File: src/sv/spsq_pkg.sv
package spsq_pkg;

    localparam int CAPACITY  = 16;
    localparam int PRIO_BITS = 8;
    localparam int TAG_BITS  = 8;
    localparam int ACT_BITS  = 2;

    // slot index and fill count widths
    localparam int IDX_W = $clog2(CAPACITY);
    localparam int CNT_W = $clog2(CAPACITY + 1);

    typedef enum logic [ACT_BITS-1:0] {
        ACT_ENQ  = 2'd0,
        ACT_DEQ  = 2'd1,
        ACT_PEEK = 2'd2
    } action_t;

    typedef enum logic [1:0] {
        ST_OK    = 2'd0,
        ST_EMPTY = 2'd1,
        ST_FULL  = 2'd2
    } status_t;

    typedef struct packed {
        logic [PRIO_BITS-1:0] prio;
        logic [TAG_BITS-1:0]  tag;
    } entry_t;

    typedef enum logic [2:0] {
        S_IDLE,
        S_SCAN,
        S_INS,
        S_HEAD,
        S_RESP
    } state_t;

    // physical slot of a logical position counted from the head, wraps at CAPACITY
    function automatic logic [IDX_W-1:0] phys_slot(input logic [IDX_W-1:0] head,
                                                   input logic [IDX_W-1:0] off);
        logic [IDX_W:0] sum;
        sum = {1'b0, head} + {1'b0, off};
        if (sum >= (IDX_W + 1)'(CAPACITY))
        begin
            sum = sum - (IDX_W + 1)'(CAPACITY);
        end
        return sum[IDX_W-1:0];
    endfunction

endpackage

File: src/sv/spsq_req_if.sv
interface spsq_req_if;
    import spsq_pkg::*;

    logic                 valid;
    logic                 ready;
    logic [ACT_BITS-1:0]  action;
    logic [PRIO_BITS-1:0] priority_req;
    logic [TAG_BITS-1:0]  task_id;

    modport source (output valid, output action, output priority_req, output task_id,
                    input ready);
    modport sink   (input valid, input action, input priority_req, input task_id,
                    output ready);
endinterface

File: src/sv/spsq_rsp_if.sv
interface spsq_rsp_if;
    import spsq_pkg::*;

    logic                 valid;
    logic                 ready;
    status_t              status;
    logic [TAG_BITS-1:0]  head_task;
    logic [PRIO_BITS-1:0] head_priority;
    logic [CNT_W-1:0]     count;

    modport source (output valid, output status, output head_task, output head_priority,
                    output count, input ready);
    modport sink   (input valid, input status, input head_task, input head_priority,
                    input count, output ready);
endinterface

File: src/sv/spsq_ram.sv
module spsq_ram #(
    parameter int  WIDTH = 16,
    parameter int  DEPTH = 16,
    localparam int AW    = $clog2(DEPTH)
) (
    input  logic             clk,
    input  logic             we,
    input  logic [AW-1:0]    waddr,
    input  logic [WIDTH-1:0] wdata,
    input  logic [AW-1:0]    raddr,
    output logic [WIDTH-1:0] rdata
);
    logic [WIDTH-1:0] mem [DEPTH];
    logic [WIDTH-1:0] rdata_reg;

    always_ff @(posedge clk)
    begin
        if (we)
        begin
            mem[waddr] <= wdata;
        end
        rdata_reg <= mem[raddr];
    end

    assign rdata = rdata_reg;
endmodule

File: src/sv/stable_sorted_priority_queue.sv
// Stable sorted priority queue. Holds up to CAPACITY (task tag, priority) entries in a
// ring in one simple dual-port RAM, kept in descending priority order from a head
// pointer. An enqueue walks from the tail toward the head, moving each lower-priority
// entry one slot back per cycle (read of the next slot overlaps the write of the
// current one) and drops the new entry behind the first entry of equal or higher
// priority, so equal priorities leave first-in first-out. A dequeue reads the head
// and advances the head pointer with no RAM write; a peek reads the head. One item is
// worked on at a time: a new request is taken only once the last one has loaded its
// result. Each beat in yields one result beat, held in an output register so that a
// stalled sink does not block the next acceptance. RAM contents need no clearing
// after reset; only entries at logical positions below the fill count are ever used.
module stable_sorted_priority_queue (
    input logic         clk,
    input logic         rst_n,
    spsq_req_if.sink    req,
    spsq_rsp_if.source  rsp
);
    import spsq_pkg::*;

    // control state
    state_t                state_reg;
    state_t                state_next;
    logic [IDX_W-1:0]      head_reg;     // physical slot of the head entry
    logic [CNT_W-1:0]      count_reg;    // entries held
    logic [IDX_W-1:0]      idx_reg;      // logical position under inspection

    // captured request
    logic [ACT_BITS-1:0]   act_reg;
    logic [PRIO_BITS-1:0]  prio_reg;
    logic [TAG_BITS-1:0]   tag_reg;

    // pending result
    status_t               res_status_reg;
    logic [TAG_BITS-1:0]   res_task_reg;
    logic [PRIO_BITS-1:0]  res_prio_reg;

    // output register
    logic                  out_valid_reg;
    status_t               out_status_reg;
    logic [TAG_BITS-1:0]   out_task_reg;
    logic [PRIO_BITS-1:0]  out_prio_reg;
    logic [CNT_W-1:0]      out_count_reg;

    // ram ports
    logic                  ram_we;
    logic [IDX_W-1:0]      ram_waddr;
    entry_t                ram_wdata;
    logic [IDX_W-1:0]      ram_raddr;
    logic [$bits(entry_t)-1:0] ram_rdata;
    entry_t                rd_entry;

    logic                  accept;
    logic                  is_full;
    logic                  is_empty;
    logic                  out_free;
    logic                  shift;
    entry_t                new_entry;
    logic [IDX_W-1:0]      tail_off;

    assign accept    = req.valid && req.ready;
    assign req.ready = (state_reg == S_IDLE);
    assign is_full   = (count_reg == CNT_W'(CAPACITY));
    assign is_empty  = (count_reg == '0);
    assign out_free  = !out_valid_reg || rsp.ready;
    assign rd_entry  = entry_t'(ram_rdata);
    // inspected entry has lower priority than the new one: it moves back a slot
    assign shift     = (rd_entry.prio < prio_reg);
    assign new_entry = '{prio: prio_reg, tag: tag_reg};
    assign tail_off  = IDX_W'(count_reg - CNT_W'(1));

    spsq_ram #(
        .WIDTH ($bits(entry_t)),
        .DEPTH (CAPACITY)
    ) u_ram (
        .clk   (clk),
        .we    (ram_we),
        .waddr (ram_waddr),
        .wdata (ram_wdata),
        .raddr (ram_raddr),
        .rdata (ram_rdata)
    );

    // next state
    always_comb
    begin
        state_next = state_reg;
        unique case (state_reg)
            S_IDLE:
            begin
                if (accept)
                begin
                    unique case (req.action)
                        ACT_ENQ:
                        begin
                            if (is_full)
                                state_next = S_RESP;
                            else if (is_empty)
                                state_next = S_INS;
                            else
                                state_next = S_SCAN;
                        end
                        ACT_DEQ, ACT_PEEK:
                        begin
                            state_next = is_empty ? S_RESP : S_HEAD;
                        end
                        default:
                        begin
                            state_next = S_RESP;
                        end
                    endcase
                end
            end
            S_SCAN:
            begin
                if (!shift)
                    state_next = S_RESP;
                else if (idx_reg == '0)
                    state_next = S_INS;
                else
                    state_next = S_SCAN;
            end
            S_INS:  state_next = S_RESP;
            S_HEAD: state_next = S_RESP;
            S_RESP: state_next = out_free ? S_IDLE : S_RESP;
            default: state_next = S_IDLE;
        endcase
    end

    // ram control: the read of the next slot toward the head overlaps the write-back,
    // and during the tail walk the two never address the same slot in one cycle
    always_comb
    begin
        ram_we    = 1'b0;
        ram_waddr = phys_slot(head_reg, idx_reg + IDX_W'(1));
        ram_wdata = new_entry;
        ram_raddr = head_reg;
        unique case (state_reg)
            S_IDLE:
            begin
                if (req.action == ACT_ENQ)
                    ram_raddr = phys_slot(head_reg, tail_off);
            end
            S_SCAN:
            begin
                ram_we    = 1'b1;
                ram_wdata = shift ? rd_entry : new_entry;
                ram_raddr = phys_slot(head_reg, idx_reg - IDX_W'(1));
            end
            S_INS:
            begin
                ram_we    = 1'b1;
                ram_waddr = phys_slot(head_reg, idx_reg);
            end
            S_HEAD, S_RESP:
            begin
            end
            default:
            begin
            end
        endcase
    end

    // control registers
    always_ff @(posedge clk or negedge rst_n)
    begin
        if (!rst_n)
        begin
            state_reg     <= S_IDLE;
            head_reg      <= '0;
            count_reg     <= '0;
            out_valid_reg <= 1'b0;
        end
        else
        begin
            state_reg <= state_next;
            unique case (state_reg)
                S_HEAD:
                begin
                    if (act_reg == ACT_DEQ)
                    begin
                        head_reg  <= phys_slot(head_reg, IDX_W'(1));
                        count_reg <= count_reg - CNT_W'(1);
                    end
                end
                S_SCAN:
                begin
                    if (!shift)
                        count_reg <= count_reg + CNT_W'(1);
                end
                S_INS:
                begin
                    count_reg <= count_reg + CNT_W'(1);
                end
                S_IDLE, S_RESP:
                begin
                end
                default:
                begin
                end
            endcase
            if (state_reg == S_RESP && out_free)
                out_valid_reg <= 1'b1;
            else if (rsp.ready)
                out_valid_reg <= 1'b0;
        end
    end

    // payload registers
    always_ff @(posedge clk)
    begin
        if (accept)
        begin
            act_reg      <= req.action;
            prio_reg     <= req.priority_req;
            tag_reg      <= req.task_id;
            idx_reg      <= is_empty ? '0 : tail_off;
            res_task_reg <= '0;
            res_prio_reg <= '0;
            priority if (req.action == ACT_ENQ && is_full)
                res_status_reg <= ST_FULL;
            else if ((req.action == ACT_DEQ || req.action == ACT_PEEK) && is_empty)
                res_status_reg <= ST_EMPTY;
            else
                res_status_reg <= ST_OK;
        end
        if (state_reg == S_HEAD)
        begin
            res_task_reg <= rd_entry.tag;
            res_prio_reg <= rd_entry.prio;
        end
        if (state_reg == S_SCAN && shift && idx_reg != '0)
            idx_reg <= idx_reg - IDX_W'(1);
        if (state_reg == S_RESP && out_free)
        begin
            out_status_reg <= res_status_reg;
            out_task_reg   <= res_task_reg;
            out_prio_reg   <= res_prio_reg;
            out_count_reg  <= count_reg;
        end
    end

    assign rsp.valid         = out_valid_reg;
    assign rsp.status        = out_status_reg;
    assign rsp.head_task     = out_task_reg;
    assign rsp.head_priority = out_prio_reg;
    assign rsp.count         = out_count_reg;

    // fill count stays within the store
    a_count_bound: assert property (@(posedge clk) disable iff (!rst_n)
        count_reg <= CNT_W'(CAPACITY))
        else $error("fill count above capacity");

    // fill count moves by at most one entry per cycle
    a_count_step: assert property (@(posedge clk) disable iff (!rst_n)
        count_reg != $past(count_reg) |->
            (count_reg == $past(count_reg) + CNT_W'(1)) ||
            (count_reg == $past(count_reg) - CNT_W'(1)))
        else $error("fill count jumped");

    // the tail walk only runs with a free slot behind the tail
    a_scan_room: assert property (@(posedge clk) disable iff (!rst_n)
        (state_reg == S_SCAN || state_reg == S_INS) |-> !is_full)
        else $error("insert walk on a full store");

    // a result beat is only loaded from the result state
    a_out_source: assert property (@(posedge clk) disable iff (!rst_n)
        $rose(out_valid_reg) |-> $past(state_reg) == S_RESP)
        else $error("result beat without a finished item");

    // a refused enqueue reports a full store
    a_full_count: assert property (@(posedge clk) disable iff (!rst_n)
        (out_valid_reg && out_status_reg == ST_FULL) |-> out_count_reg == CNT_W'(CAPACITY))
        else $error("full status with free slots");
endmodule
File: src/flat_wrapper.sv
// flat-port wrapper written by rule: the top's interface ports become plain ports
module stable_sorted_priority_queue_flat import spsq_pkg::*;
  (clk, rst_n, req_valid, req_action, req_priority_req, req_task_id, req_ready, rsp_valid, rsp_status, rsp_head_task, rsp_head_priority, rsp_count, rsp_ready);
  spsq_req_if req_i ();
  spsq_rsp_if rsp_i ();
  input logic clk;
  input logic rst_n;
  input wire logic [$bits(req_i.valid)-1:0] req_valid;
  input wire logic [$bits(req_i.action)-1:0] req_action;
  input wire logic [$bits(req_i.priority_req)-1:0] req_priority_req;
  input wire logic [$bits(req_i.task_id)-1:0] req_task_id;
  output wire logic [$bits(req_i.ready)-1:0] req_ready;
  output wire logic [$bits(rsp_i.valid)-1:0] rsp_valid;
  output wire logic [$bits(rsp_i.status)-1:0] rsp_status;
  output wire logic [$bits(rsp_i.head_task)-1:0] rsp_head_task;
  output wire logic [$bits(rsp_i.head_priority)-1:0] rsp_head_priority;
  output wire logic [$bits(rsp_i.count)-1:0] rsp_count;
  input wire logic [$bits(rsp_i.ready)-1:0] rsp_ready;
  assign req_i.valid = req_valid;
  assign req_i.action = req_action;
  assign req_i.priority_req = req_priority_req;
  assign req_i.task_id = req_task_id;
  assign req_ready = req_i.ready;
  assign rsp_valid = rsp_i.valid;
  assign rsp_status = rsp_i.status;
  assign rsp_head_task = rsp_i.head_task;
  assign rsp_head_priority = rsp_i.head_priority;
  assign rsp_count = rsp_i.count;
  assign rsp_i.ready = rsp_ready;
  stable_sorted_priority_queue u_core (.clk(clk), .rst_n(rst_n), .req(req_i), .rsp(rsp_i));
endmodule
File: config.mk
export PLATFORM = sky130hd
export DESIGN_NAME = stable_sorted_priority_queue_flat
export DESIGN_NICKNAME = d
export VERILOG_FILES = /design/src/sv/spsq_pkg.sv /design/src/sv/spsq_req_if.sv /design/src/sv/spsq_rsp_if.sv /design/src/sv/spsq_ram.sv /design/src/sv/stable_sorted_priority_queue.sv /design/src/flat_wrapper.sv
export SDC_FILE = /design/constraint.sdc
export NUM_CORES = 1
export LEC_CHECK = 0
export ABC_AREA = 1
export ABC_CLOCK_PERIOD_IN_PS = 9650
export BUFFER_PORTS_ARGS = -buffer_cell sky130_fd_sc_hd__buf_2
export CORE_AREA = 2 2 167 169
export CTS_CLUSTER_DIAMETER = 60
export CTS_CLUSTER_SIZE = 14
export DETAILED_ROUTE_END_ITERATION = 16
export DIE_AREA = 0 0 169 171
export PLACE_DENSITY = 0.76
export SYNTH_ARGS = -nofsm -noshare
export SYNTH_HDL_FRONTEND = slang
export SYNTH_SLANG_ARGS = --single-unit
export TNS_END_PERCENT = 1
File: constraint.sdc
create_clock -name clk -period 9.65 [get_ports clk]
set_input_delay 0.965 -clock clk [delete_from_list [all_inputs] [get_ports clk]]
set_output_delay 0.965 -clock clk [all_outputs]
set_load 0.1 [all_outputs]
# [Yosys cells after proc, flatten, opt, wreduce, memory -nomap -nowiden]
# Memories as Yosys holds them, arrays and structs flattened. A register that Yosys moved wholly into a read port is not among the register bits.
# Cells that the tools add are included.
[totals] romBits=0 latch_bits=0 n_memories=1 ramBits=256 output_inout_bits=25 ff_bits=76 in_bits=22
[op_classes] n_eq_ne=11 reduce_logical=23 mux=34 n_lt_le_gt_ge=6 div=0 addsub=14 bitwise_logic=0 n_mul=0 shift=0
[mem_list] memory="u_core.u_ram.mem" depth=16 width=16 rd=1 rd_clocked_by_memory_dff=1 wr=1 line="spsq_ram.sv:13" text="logic [WIDTH-1:0] mem [DEPTH];"
[op_table] operator="two-way mux 4 bit" count=10
[op_table] operator="two-way mux 16 bit" count=2
[op_table] operator=">= comparator 5 bit (second input constant)" count=5
[op_table] operator="two-way mux 8 bit" count=3
[op_table] operator="subtractor 4 x 1 -> 4 bit (second input constant)" count=6
[op_table] operator="adder 4 x 4 -> 5 bit" count=4
[op_table] operator="two-way mux 3 bit" count=5
[op_table] operator="case mux 5 bit (3 select lines)" count=1
[op_table] operator="case mux 3 bit (4 select lines)" count=1
[op_table] operator="two-way mux 5 bit" count=2
[op_table] operator="less-than comparator 8 bit" count=1
[op_table] operator="case mux 4 bit (2 select lines)" count=1
[op_table] operator="equality test 3 x 2 -> 1 bit (second input constant)" count=2
[op_table] operator="logical AND 1 bit" count=6
[op_table] operator="two-way mux 1 bit" count=6
[op_table] operator="case mux 3 bit (2 select lines)" count=1
[op_table] operator="nonzero test 2 bit" count=3
[op_table] operator="OR reduction 2 bit" count=3
[op_table] operator="adder 4 x 1 -> 5 bit (second input constant)" count=1
[op_table] operator="adder 5 x 1 -> 5 bit (second input constant)" count=1
[op_table] operator="equality test 5 bit (second input constant)" count=1
[op_table] operator="zero test 5 bit" count=1
[op_table] operator="subtractor 5 x 1 -> 5 bit (second input constant)" count=1
[op_table] operator="adder 4 x 1 -> 4 bit (second input constant)" count=1
[op_table] operator="16 further kinds" count=20

# [Longest topological paths before layout]
[logic_depth] depth_word=6 mapped_depth=17 mapped_depth_nobuf=16

# [Modules after synthesis]
# From an unflattened synthesis, not the netlist that was laid out.
[hier_totals] hier_cells=1483 hier_area_um2=15448.6
[by_module_without_submodules] module="spsq_ram" cells_per_inst=1074 seq_area_each_um2=8007.7 instances=1 area_per_inst_um2=11388.4
[by_module_without_submodules] module="stable_sorted_priority_queue" cells_per_inst=409 seq_area_each_um2=2217.1 instances=1 area_per_inst_um2=4060.1

# [Worst setup path after synthesis]
# OpenSTA, ideal clock, no wires.
[synth_timing] path_type="register to register" from="register u_core.state_reg[2]" to="memory u_core.u_ram.mem[0][0], enable pin" path_slack_ps=6563 period_less_slack_ps=3087 t_arrival_ps=2699 setup_ps=388 stages_incl_launch_ff=13 n_path_buf=0 path_cell_list="dfrtp_1 nor2_1 nand2_1 nand2_1 xor2_1 inv_1 ha_1 a21oi_1 nand2_1 xor2_1 xnor2_1 nand2_1 nor2_1"
[synth_between] elab_chain_len=5
[synth_rtl] element="from (decl)" line="stable_sorted_priority_queue.sv:21" text="state_t state_reg;"
[synth_rtl] element="from (signal assigned)" line="stable_sorted_priority_queue.sv:175" text="state_reg <= state_next;"
[synth_rtl] element="equality test 3 x 2 -> 1 bit / equality test 3 x 1 -> 1 bit (equally long branches)" line="stable_sorted_priority_queue.sv:137" text="unique case (state_reg)"
[synth_rtl] element="OR reduction 2 bit (no source line)"
[synth_rtl] element="two-way mux 1 bit" line="stable_sorted_priority_queue.sv:137"
[synth_rtl] element="two-way mux 1 bit" line="spsq_ram.sv:18" text="if (we)"
[synth_rtl] element="two-way mux 1 bit (not written as such)" line="spsq_ram.sv:20" text="mem[waddr] <= wdata;"
[synth_rtl] element="to (decl)" line="spsq_ram.sv:13"
# Several ways; a longest one is shown, not always the timed one.

# [Final worst setup path]
[layout_timing] from="input req_action[0]" to="register u_core.u_ram.rdata_reg[13], in the netlist u_core.u_ram.rdata[13] (read register of u_core.u_ram.mem)"
[layout_between] elab_chain_len=3
[layout_rtl] element="from (decl)" line="flat_wrapper.sv:9" text="input wire logic [$bits(req_i.action)-1:0] req_action;"
[layout_rtl] element="zero test 2 bit" line="stable_sorted_priority_queue.sv:140" text="if (req.action == ACT_ENQ)"
[layout_rtl] element="two-way mux 4 bit" line="stable_sorted_priority_queue.sv:140"
[layout_rtl] element="case mux 4 bit (2 select lines)" line="stable_sorted_priority_queue.sv:137"
[layout_rtl] element="to (decl)" line="spsq_ram.sv:14" text="logic [WIDTH-1:0] rdata_reg;"
# Every way passes these cells.
# A chain may end at the register's enable or synchronous reset.

==> metrics.md <==
| Metric | Value |
|---|---|
| Crit path DAT | 4610 ps |
| Synth top area share | 60.4% |
| CTS tree | yes |
| Fmax | 240 MHz |
| DRT antenna net count | 0 |
| Max reg flops | 256 |
| Mean Syn Cell Area | 9.88 um^2 |
| Tcrit/Tclk final | 43.2% |
| Max Root-Sink Buffers | 3 |
| CTS Hold Bufs | 0 |
| Critical Path RT | 10,080 ps |
| Setup CP Type | in -> reg |
| DRC errors left | 0 |
| Share of flip-flops with an asynchronous set or reset | 3.74% |
| Max Cap Violations | 0 |
| Cts repair resizes | 0 |
| Critical Path Max Stage Delay | 820 ps |
| Crit end category | flop |
| Die area | 28,900 um^2 |
| Via count | 11,000 |
| Tot GR Track Use | 25.6% |
| Slowest stage cell, crit path | nand2_4 |
| Vias in the first global route | 10,600 |
| Congestion Overflow GR | 0 |
| R2R Setup Slk | 5560 ps |
| Hold Path Class | in -> async |
| Final min period | 4170 ps |
| Dominant synthesized flop cell | edfxtp_1 |
| CTS Buf Count | 30 |
| CTS Sinks | 348 |
| Post-synth EDFFs | 319 |
| Final hold violation count | 0 |
| Final setup vio count | 0 |
| Layout cells sized above 1 | 8.81% |
| Die Ht | 171 um |
| Fin Setup TNS | 0 ps |
| Initial Utilization | 58.0% |
| Clk Latency, worst-skew pair | 580 ps |
| Seq cells post-synth | 348 |
| Final layout net count | 1,694 |
| Buf/Inv on CP | 4 |
| Maximum fanout along the worst path | 72 |
| Row count | 61 |
| Initial antenna violation count | 0 |
| Synth top cells by count | nand2_1 (413), inv_1 (327), edfxtp_1 (319), nand3_1 (287), nor2_1 (47) |
| WL final | 36,400 um |
| Crit path launch | req_action[0] |
| First-pass GRT wire length | 56,600 um |
| Outcome | completed |
| Delay-heaviest family, CP | simple AND/OR/NAND/NOR gates |
| Distinct cell type count after synthesis | 32 |
| Clock Tree Root | clkbuf_16 |
| Critical Path, Cell by Cell | buf_2, inv_1, ha_1, inv_1, nand2_1, nand2_1, nand2_1, nand3_4, nand2_4, buf_4, nand2_1, nand3_1, nand2_1, nand2_1, nand2_1, nand2_1, nand2_1 |
| Io pins | 47 |
| Worst R2R End | u_core.u_ram.rdata[13] |
| Initial drt markers | 1,223 |
| Worst-Margin Slew | 1280 ps |
| Post-Syn Nets | 1,653 |
| Initial DRT Pass Iterations | 6 |
| Slew Limit Fails | 0 |
| Wire per inst | 18.1 um |
| Relative slew slack | 14.6% |
| Most Frequent Cell on Critical Path | nand2_1 |
| DP HPWL | 21,400 um |
| Setup Buffers After CTS | 0 |
| Synth-to-Final Area Change | 9.97% |
| Worst-path clk slew | 70 ps |
| Area leader, netlist | edfxtp_1 |
| # diodes | 0 |
| Area of the mapped netlist | 15,900 um^2 |
| Util after Layout | 63.8% |
| Final GP Congestion | 0.895 |
| Most common cell in the netlist | nand2_1 |
| RSZ-0062 raised after global routing | no |
| R2R depth | 15 |
| Synth Warn # | 0 |
| Max H-tree Level | 1 |
| Port buffer count | 46 |
| Largest net degree at the start of global routing | 73 |
| CORE AREA | 27,300 um^2 |
| R2r startpoint | u_core.count_reg[0] |
| Sequential area share after synthesis | 64.5% |
| Cells after Synth | 1,604 |
| Detail-routed via count per cell | 5.46 |
| Synth area leaders | edfxtp_1 (60%), nand2_1 (9.8%), nand3_1 (9.1%) |
| DIE WIDTH | 169 um |
| Clock Skew | 29.9 ps |
| CP Launch Type | primary input |
==> cell families (layout without fill, tap and decap cells) <==
family | Yosys count | after routing | synth area share, %
and+or+nand+nor | 762 | 762 | 20.7
buffers and inverters | 401 | 465 | 9.86
xor gates and xnor gates | 20 | 20 | 1.10
adders and majority gates | 27 | 27 | 2.27
DFF | 348 | 348 | 64.5
AOI/OAI and AO/OA | 46 | 46 | 1.61
==> worst max path at each step <==
stage                                  end  slack (ps)  depth (start not counted)
finish              u_core.u_ram.rdata[13]        5480                         17
global route        u_core.u_ram.rdata[13]        5150                         17
CTS                 u_core.u_ram.rdata[13]        5560                         17
detailed placement   u_core.u_ram.rdata[8]        5020                         17
global placement     u_core.u_ram.rdata[2]        5090                         17
floorplan           u_core.u_ram.mem[0][0]        6560                         12
==> per-stage QoR <==
step | std cells | cell area (um^2) | setup slack, ps | hold WS (ps)
floorplan | 1604 | 15900 | 6560 | 400
global placement | 1959 | 16500 | 5090 | 401
detailed placement | 1959 | 16500 | 5020 | 405
CTS | 2014 | 17400 | 5560 | 299
global route | 2014 | 17400 | 5150 | 312
finish | 2014 | 17400 | 5480 | 310
==> area by class of cell <==
type / instances / area, um^2
timing repair buffer: 79 / 478
sequential: 348 / 10200
multi-input combinational: 855 / 4130
fill: 2107 / 9890
clock inverter: 9 / 111
tap: 346 / 433
clock buffer: 46 / 811
inverter: 331 / 1240
==> per-layer routing <==
metal / GRT usage [%] / up-vias / part of all wire [%]
met1: 33.3 / 5179 / 39
li1: - / 5236 / -
met2: 44.0 / 473 / 49
met5: 0 / - / 0
met4: 9.88 / 0 / 3.7
met3: 3.52 / 103 / 8.0
==> worst register-to-register path: cells and delay by family (launching register included) <==
| family | cells | cell delay, ps |
|---|---|---|
| adder cells (fa/ha/maj) | 1 | 270 |
| AND/OR/NAND/NOR | 12 | 2340 |
| buffers and inverters | 2 | 930 |
| flip-flops | 1 | 420 |
==> cells in the final DEF, fill, tap and decap left out, types with 2 or more instances in the layout <==
cell type,Yosys,final
nand2_1,413,412
inv_1,327,327
edfxtp_1,319,319
nand3_1,287,285
buf_2,46,46
nor2_1,47,33
buf_4,0,33
clkbuf_16,0,30
o21ai_0,28,27
ha_1,24,24
clkbuf_1,17,16
dfxtp_1,16,16
xor2_1,15,15
nor2_2,1,15
dfrtp_1,13,13
a21oi_1,9,9
nand4_1,5,5
xnor2_1,5,5
inv_2,4,4
o21ai_1,2,3
nand3_2,3,3
fa_1,3,3
clkinv_2,0,3
nand2_2,2,2
nand3_4,0,2
o211ai_1,2,2
bufinv_16,0,2
Power is left out: the tool's default activity adds up to more than one toggle a clock period on the data nets, which glitch-free logic cannot reach.
